[config.mk]
export PLATFORM = sky130hd
export DESIGN_NAME = calendar_second_counter_unit
export DESIGN_NICKNAME = d
export VERILOG_FILES = /design/src/sv/cscu_pkg.sv /design/src/sv/cscu_next.sv /design/src/sv/calendar_second_counter_unit.sv
export VERILOG_INCLUDE_DIRS = /design/src /design/src/sv
export SDC_FILE = /design/constraint.sdc
export NUM_CORES = 1
export LEC_CHECK = 0
export BUFFER_PORTS_ARGS = -buffer_cell sky130_fd_sc_hd__buf_2
export CAP_MARGIN = 20
export CORE_ASPECT_RATIO = 1.5
export CORE_MARGIN = 10
export CORE_UTILIZATION = 40
export CTS_BUF_LIST = sky130_fd_sc_hd__clkbuf_4 sky130_fd_sc_hd__clkbuf_8 sky130_fd_sc_hd__clkbuf_16
export DETAILED_ROUTE_END_ITERATION = 8
export PLACE_DENSITY_LB_ADDON = 0.2
export SYNTH_ARGS = -nofsm -noshare
export SYNTH_HDL_FRONTEND = slang
export SYNTH_SLANG_ARGS = --single-unit
[constraint.sdc]
create_clock -name clk -period 8.45 [get_ports clk]
set_clock_uncertainty 0.05 [all_clocks]
set_input_delay 0.845 -clock clk [delete_from_list [all_inputs] [get_ports clk]]
set_output_delay 0.845 -clock clk [all_outputs]
set_load 0.02 [all_outputs]
[src/sv/calendar_second_counter_unit_macros.svh]
// Assertion macros for the calendar counter RTL.
`ifndef CALENDAR_SECOND_COUNTER_UNIT_MACROS_SVH
`define CALENDAR_SECOND_COUNTER_UNIT_MACROS_SVH

// Same-cycle implication, checked outside reset.
`define CSCU_ASSERT_NOW(lbl, clk_s, rstn_s, ante, cons, msg) \
  lbl: assert property (@(posedge clk_s) disable iff (!rstn_s) (ante) |-> (cons)) \
    else $error(msg);

// Next-cycle implication, checked outside reset.
`define CSCU_ASSERT_NEXT(lbl, clk_s, rstn_s, ante, cons, msg) \
  lbl: assert property (@(posedge clk_s) disable iff (!rstn_s) (ante) |=> (cons)) \
    else $error(msg);

`endif

[src/sv/cscu_pkg.sv]
// Types, constants and helper functions for the calendar second counter.
`timescale 1ns / 1ps
`default_nettype none
package cscu_pkg;

  typedef enum logic {
    OP_TICK = 1'b0,
    OP_LOAD = 1'b1
  } op_t;

  typedef enum logic [1:0] {
    LVL_SECOND = 2'd0,
    LVL_MINUTE = 2'd1,
    LVL_DATE   = 2'd2,
    LVL_LOAD   = 2'd3
  } level_t;

  typedef struct packed {
    op_t         op;
    logic [11:0] set_year;
    logic [3:0]  set_month;
    logic [4:0]  set_day;
    logic [4:0]  set_hour;
    logic [5:0]  set_minute;
    logic [5:0]  set_second;
  } in_item_t;

  typedef struct packed {
    logic [11:0] year_now;
    logic [3:0]  month_now;
    logic [4:0]  day_now;
    logic [4:0]  hour_now;
    logic [5:0]  minute_now;
    logic [5:0]  second_now;
    level_t      change_level;
  } out_item_t;

  typedef struct packed {
    logic [11:0] year;
    logic [3:0]  month;
    logic [4:0]  day;
    logic [4:0]  hour;
    logic [5:0]  minute;
    logic [5:0]  second;
  } cal_t;

  localparam logic [11:0] YEAR_RESET  = 12'd1900;
  localparam logic [3:0]  MONTH_RESET = 4'd1;
  localparam logic [4:0]  DAY_RESET   = 5'd1;

  localparam logic [5:0] SEC_LAST  = 6'd59;
  localparam logic [5:0] MIN_LAST  = 6'd59;
  localparam logic [4:0] HOUR_LAST = 5'd23;

  localparam logic [3:0] MONTH_JAN = 4'd1;
  localparam logic [3:0] MONTH_FEB = 4'd2;
  localparam logic [3:0] MONTH_APR = 4'd4;
  localparam logic [3:0] MONTH_JUN = 4'd6;
  localparam logic [3:0] MONTH_SEP = 4'd9;
  localparam logic [3:0] MONTH_NOV = 4'd11;
  localparam logic [3:0] MONTH_DEC = 4'd12;

  // y * RECIP25 = q * (2^17 + 3) + r * RECIP25 for y = 25q + r; the low 17
  // bits stay under DIV25_LIMIT exactly when r is zero (12-bit y).
  localparam logic [12:0] RECIP25     = 13'd5243;
  localparam logic [16:0] DIV25_LIMIT = 17'd4096;

  function automatic logic is_leap(input logic [11:0] y);
    logic [24:0] prod;
    logic        div25;
    prod  = 25'(y) * 25'(RECIP25);
    div25 = (prod[16:0] < DIV25_LIMIT);
    // multiple of 4; on a century (4 and 25) it must also divide by 16
    return (y[1:0] == 2'd0) && (!div25 || (y[3:0] == 4'd0));
  endfunction

  function automatic logic [4:0] month_days(input logic [3:0] m, input logic leap);
    logic [4:0] d;
    unique case (m) inside
      MONTH_APR, MONTH_JUN, MONTH_SEP, MONTH_NOV: d = 5'd30;
      MONTH_FEB: d = leap ? 5'd29 : 5'd28;
      default: d = 5'd31;
    endcase
    return d;
  endfunction

endpackage
`default_nettype wire

[src/sv/cscu_next.sv]
// Next calendar value and change level for one item.
`timescale 1ns / 1ps
`default_nettype none
module cscu_next (
  input  cscu_pkg::cal_t     cal,
  input  cscu_pkg::in_item_t item,
  output cscu_pkg::cal_t     cal_nxt,
  output cscu_pkg::level_t   level
);
  import cscu_pkg::*;

  logic       sec_wrap;
  logic       min_wrap;
  logic       hour_wrap;
  logic       leap;
  logic [5:0] day_inc;
  logic       day_over;
  logic       year_wrap;

  assign sec_wrap  = (cal.second >= SEC_LAST);
  assign min_wrap  = (cal.minute >= MIN_LAST);
  assign hour_wrap = (cal.hour >= HOUR_LAST);
  assign leap      = is_leap(cal.year);
  assign day_inc   = 6'(cal.day) + 6'd1;
  assign day_over  = (day_inc > 6'(month_days(cal.month, leap)));
  assign year_wrap = (cal.month >= MONTH_DEC);

  always_comb begin
    cal_nxt = cal;
    level   = LVL_SECOND;
    if (item.op == OP_LOAD) begin
      cal_nxt.year   = item.set_year;
      cal_nxt.month  = item.set_month;
      cal_nxt.day    = item.set_day;
      cal_nxt.hour   = item.set_hour;
      cal_nxt.minute = item.set_minute;
      cal_nxt.second = item.set_second;
      level          = LVL_LOAD;
    end else if (!sec_wrap) begin
      cal_nxt.second = cal.second + 6'd1;
    end else begin
      cal_nxt.second = '0;
      level          = LVL_MINUTE;
      if (!min_wrap) begin
        cal_nxt.minute = cal.minute + 6'd1;
      end else begin
        cal_nxt.minute = '0;
        if (!hour_wrap) begin
          cal_nxt.hour = cal.hour + 5'd1;
        end else begin
          cal_nxt.hour = '0;
          level        = LVL_DATE;
          if (day_over) begin
            cal_nxt.day = DAY_RESET;
            if (year_wrap) begin
              cal_nxt.month = MONTH_JAN;
              cal_nxt.year  = cal.year + 12'd1;
            end else begin
              cal_nxt.month = cal.month + 4'd1;
            end
          end else begin
            cal_nxt.day = day_inc[4:0];
          end
        end
      end
    end
  end

endmodule
`default_nettype wire

[src/sv/calendar_second_counter_unit.sv]
// Top level of the calendar second counter: input stage, calendar state, result stage.
// Pipeline: an accepted item enters the input register, then moves to the result
//   register once that is free; out_stall on a waiting result holds it there.
// Throughput: one item per cycle while out_stall stays low; in_stall follows
//   out_stall combinationally, and the carry chain plus leap test are combinational.
// Reset (rst_n low, synchronous): both stages empty, calendar 1900-01-01 00:00:00.
`timescale 1ns / 1ps
`default_nettype none
`include "calendar_second_counter_unit_macros.svh"
module calendar_second_counter_unit (
  input  logic                 clk,
  input  logic                 rst_n,
  input  logic                 in_valid,
  output logic                 in_stall,
  input  cscu_pkg::in_item_t   in_data,
  output logic                 out_valid,
  input  logic                 out_stall,
  output cscu_pkg::out_item_t  out_data
);
  import cscu_pkg::*;

  // Input stage
  logic     s1_valid_r;
  in_item_t s1_item_r;

  // Calendar state, updated when the item in the input stage moves on
  cal_t   cal_r;
  cal_t   cal_nxt;
  level_t level_nxt;

  // Result stage
  logic      out_valid_r;
  out_item_t out_r;

  logic s1_adv;   // result register free this cycle
  logic s1_fire;  // an item moves from the input stage to the result

  assign s1_adv   = !out_valid_r || !out_stall;
  assign s1_fire  = s1_valid_r && s1_adv;
  assign in_stall = s1_valid_r && !s1_adv;

  always_ff @(posedge clk) begin
    if (!rst_n) begin
      s1_valid_r <= 1'b0;
    end else if (!in_stall) begin
      s1_valid_r <= in_valid;
    end
  end

  always_ff @(posedge clk) begin
    if (in_valid && !in_stall) begin
      s1_item_r <= in_data;
    end
  end

  cscu_next u_next (
    .cal     (cal_r),
    .item    (s1_item_r),
    .cal_nxt (cal_nxt),
    .level   (level_nxt)
  );

  // Calendar registers: the next item sees this one's update
  always_ff @(posedge clk) begin
    if (!rst_n) begin
      cal_r.year   <= YEAR_RESET;
      cal_r.month  <= MONTH_RESET;
      cal_r.day    <= DAY_RESET;
      cal_r.hour   <= '0;
      cal_r.minute <= '0;
      cal_r.second <= '0;
    end else if (s1_fire) begin
      cal_r <= cal_nxt;
    end
  end

  always_ff @(posedge clk) begin
    if (!rst_n) begin
      out_valid_r <= 1'b0;
    end else if (s1_adv) begin
      out_valid_r <= s1_valid_r;
    end
  end

  always_ff @(posedge clk) begin
    if (s1_fire) begin
      out_r.year_now     <= cal_nxt.year;
      out_r.month_now    <= cal_nxt.month;
      out_r.day_now      <= cal_nxt.day;
      out_r.hour_now     <= cal_nxt.hour;
      out_r.minute_now   <= cal_nxt.minute;
      out_r.second_now   <= cal_nxt.second;
      out_r.change_level <= level_nxt;
    end
  end

  assign out_valid = out_valid_r;
  assign out_data  = out_r;

  // A held result always mirrors the live calendar (no item slips past it)
  `CSCU_ASSERT_NOW(a_out_matches_cal, clk, rst_n, out_valid_r,
    (out_r.year_now == cal_r.year) && (out_r.month_now == cal_r.month) &&
    (out_r.day_now == cal_r.day) && (out_r.hour_now == cal_r.hour) &&
    (out_r.minute_now == cal_r.minute) && (out_r.second_now == cal_r.second),
    "result register out of step with calendar state")

  // Plain tick never leaves seconds at zero
  `CSCU_ASSERT_NOW(a_tick_sec_nonzero, clk, rst_n,
    out_valid_r && (out_r.change_level == LVL_SECOND),
    out_r.second_now != 6'd0, "second-only change with second at zero")

  // Date change means the whole time of day rolled over
  `CSCU_ASSERT_NOW(a_date_midnight, clk, rst_n,
    out_valid_r && (out_r.change_level == LVL_DATE),
    (out_r.second_now == 6'd0) && (out_r.minute_now == 6'd0) && (out_r.hour_now == 5'd0),
    "date change without midnight")

  // An item leaving the input stage shows up in the result register
  `CSCU_ASSERT_NEXT(a_fire_to_out, clk, rst_n, s1_fire, out_valid_r,
    "item lost between input stage and result")

endmodule
`default_nettype wire

==> results_dict.tcl <==
set metrics [dict create \
    cts_hold_buf 0 \
    post_synth_inst_count 738 \
    clockBufferDepth 2 \
    first_pass_grt_wire_length_um 31200 \
    hpwlAfterDp_um 14200 \
    htree_num_levels 4 \
    critPathRequiredTime_ns 8.56 \
    num_antenna_cells 0 \
    synth_enable_flop_cells 79 \
    starting_density_of_the_core_pct 40.6 \
    maxCapViolations 0 \
    clock-root-buffer "clkbuf_16" \
    synthesis.nets 883 \
    drive_above_1_share_pct 16.6 \
    drt-pass1-iter-count 5 \
    tns_ns 0 \
    timing.final.crit_period_ns 7.08 \
    die_w_um 132 \
    timing_hold_violations_final 0 \
    num-nets-final 962 \
    post-cts-setup-buffer-count 0 \
    crit_path_leading_delay_family "adder cells" \
    relSlewSlack_pct 31.4 \
    cts-resized-gates 0 \
    vias_per_cell 5.26 \
    power.ir.vdd_worst_mv 0.183 \
    ys.warnings.count 0 \
    async_reset_ff_share_pct 0 \
    final-setup-viol-count 0 \
    timing.fmax_mhz 141 \
    highest_delay_cell_along_the_critical_path "fa_1" \
    rsz0062_at_grt "no" \
    postLayoutCellArea_um2 8890 \
    synthFlopType "edfxtp_1" \
    synthDistinctLibCells 70 \
    core_region_area_um2 18500 \
    synth.yosys.seq_area_share_pct 42.1 \
    worst-path-max-fanout 13 \
    boundaryPins 85 \
    clk_latency_ns 0.41 \
    crit_chain "fa_1, inv_1, fa_1, inv_1, ha_1, fa_1, inv_1, fa_1, inv_1, ha_1, a311oi_1, nor2_1, a21oi_1, mux2i_1, a21oi_1, nor4_1, a21oi_1, ha_1, nand4_1, o211a_1, nand4_4, nor3_1, xor2_1, mux2_2" \
    avgSynthCellArea_um2 10.2 \
    cts_buffers 17 \
    cts_tree "yes" \
    hp-class "flop to flop" \
    critPathArrivalTime_ns 7.19 \
    die_area_um2 24800 \
    min_period_over_period_pct 83.8 \
    total_power_mw 2.28 \
    mappedNetlistArea_um2 7530 \
    holdWs_ns 0.445 \
    tightestPinTransition_ns 1.02 \
    port-buffer-count 84 \
    cp-start-kind "flop" \
    drcViolationCount 0 \
    placedInstanceArea_um2 8180 \
    cp_buf_inv_count 4 \
    largest_net_degree_at_the_start_of_global_routing 57 \
    grt_usage_pct 15.7 \
    gp_routability_congestion 0.915 \
    routed_wire_length_per_instance_um 17.9 \
    initialDrtViolationCount 267 \
    vias_in_the_first_global_route 6121 \
    crit_path_max_incr_delay_ns 0.61 \
    endpoint_kind "flop" \
    core.rowCount 61 \
    clock_sink_count 119 \
    route.antenna.remaining_nets 0 \
    antenna_found_initial 0 \
    grt-ovfl-total 0 \
    area_growth_syn_to_layout_pct 18.0 \
    leakage_nw 3.71 \
    routed_wirelength_um 19400 \
    crit_type "flop to flop" \
    clkTransAtPathRegs_ns 0.06 \
    outcome "finished clean" \
    power.density_cell_area_nw_per_um2 257 \
    slew_viol_final 0 \
    chipHeight_um 188 \
    vias 5696 \
    postSynthRegisterBits 119 \
]
## kinds of logic (layout without fill, tap and decap cells)
kind of cell,after synthesis,in the layout,share of synthesized area (%)
AOI/OAI and AO/OA,156,156,13.5
xor gates and xnor gates,25,25,2.91
adders and majority gates,102,102,20.7
buffers and inverters,118,210,6.08
DFF,119,119,42.1
muxes,9,9,1.30
and+or+nand+nor,209,209,13.4
## synth_stat cells (3+ instances only)
cell	number	area, um^2
a21oi_1	45	225
a31oi_1	7	43.8
a21o_1	8	60.1
nor2_1	38	143
nor3_1	23	115
mux2_2	6	67.6
mux2i_1	3	30.0
edfxtp_1	79	2370
xor2_1	6	52.6
ha_1	64	801
nand2_1	85	319
fa_1	38	761
clkbuf_1	23	86.3
dfxtp_1	40	801
nor4_1	4	25.0
a211oi_1	4	30.0
nand4_1	4	25.0
o21ai_0	38	190
and3_1	5	31.3
nand2b_1	7	43.8
xnor2_1	19	166
nor2b_1	6	37.5
inv_1	86	323
o31ai_1	11	82.6
and2_1	4	25.0
a311oi_1	4	35.0
nand3_1	16	80.1
## power by group
part	internal (mW)	switching, mW	total [mW]
sequential	0.656	0.0260	0.682
combinational	0.331	0.451	0.783
clock	0.554	0.264	0.817
## through the flow
stage	utilization (%)	cells	worst slack, ns
6_report	47.9	1082	1.37
5_1_grt	47.9	1082	0.974
4_1_cts	47.7	1080	1.39
3_5_place_dp	44.1	1048	1.37
3_3_place_gp	44.1	1048	1.65
2_1_floorplan	-	738	2.31
## worst register-to-register path: stages (launching register included)
cell,delay [ns]
dfxtp_1,0.45
fa_1,0.62
inv_1,0.06
fa_1,0.53
inv_1,0.04
ha_1,0.29
fa_1,0.53
inv_1,0.05
fa_1,0.52
inv_1,0.04
ha_1,0.29
a311oi_1,0.36
nor2_1,0.08
a21oi_1,0.24
mux2i_1,0.23
a21oi_1,0.06
nor4_1,0.48
a21oi_1,0.09
ha_1,0.32
nand4_1,0.10
o211a_1,0.31
nand4_4,0.27
nor3_1,0.43
xor2_1,0.11
mux2_2,0.28
## sequential cells by signal, summed over array words and instances, names as in the netlist
register,flops
cal_r,38
out_data,40
s1_valid_r,1
s1_item_r,39
out_valid,1
## worst paths after layout
path,startpoint,endpoint,slack (ns),depth (start not counted)
min,cal_r[7]$_SDFFE_PN0P_,cal_r[7]$_SDFFE_PN0P_,0.45,2
min reg2reg,cal_r[7]$_SDFFE_PN0P_,cal_r[7]$_SDFFE_PN0P_,0.45,2
max reg2reg,cal_r[29]$_SDFFE_PN1P_,out_data[38]$_DFFE_PP_,1.37,24
max,cal_r[29]$_SDFFE_PN1P_,out_data[38]$_DFFE_PP_,1.37,24
## cell usage in the layout (no fill, tap or decap), types with 5 or more instances in the layout
| cell | count |
|---|---|
| nor2b_1 | 5 |
| xnor2_1 | 19 |
| o31ai_1 | 11 |
| a21o_1 | 8 |
| fa_1 | 38 |
| nor2_1 | 38 |
| nand3_1 | 16 |
| a31oi_1 | 7 |
| clkbuf_16 | 17 |
| bufinv_16 | 6 |
| nand2_1 | 85 |
| nor3_1 | 23 |
| o21ai_0 | 38 |
| a21oi_1 | 45 |
| buf_2 | 84 |
| nand2b_1 | 7 |
| ha_1 | 64 |
| xor2_1 | 6 |
| dfxtp_1 | 40 |
| mux2_2 | 6 |
| inv_1 | 86 |
| and3_1 | 5 |
| edfxtp_1 | 79 |
## layer usage
| metal | vias up | routed length (um) | global-route usage (%) |
|---|---|---|---|
| met5 | - | 0 | 0 |
| met1 | 2780 | 7260 | 15.6 |
| met3 | 33 | 725 | 3.32 |
| met4 | 0 | 615 | 6.82 |
| li1 | 2758 | - | - |
| met2 | 125 | 10800 | 30.2 |
## cell type report
cell class	instances	area (um^2)
repair buffers	90	498
flip-flops and latches	119	3170
clock buffers	18	433
fillers	1745	9660
multi-input cells	501	3910
clock inverters	14	230
well taps	252	315
inverters	88	330
No activity file was read; power rests on OpenSTA's default activity.
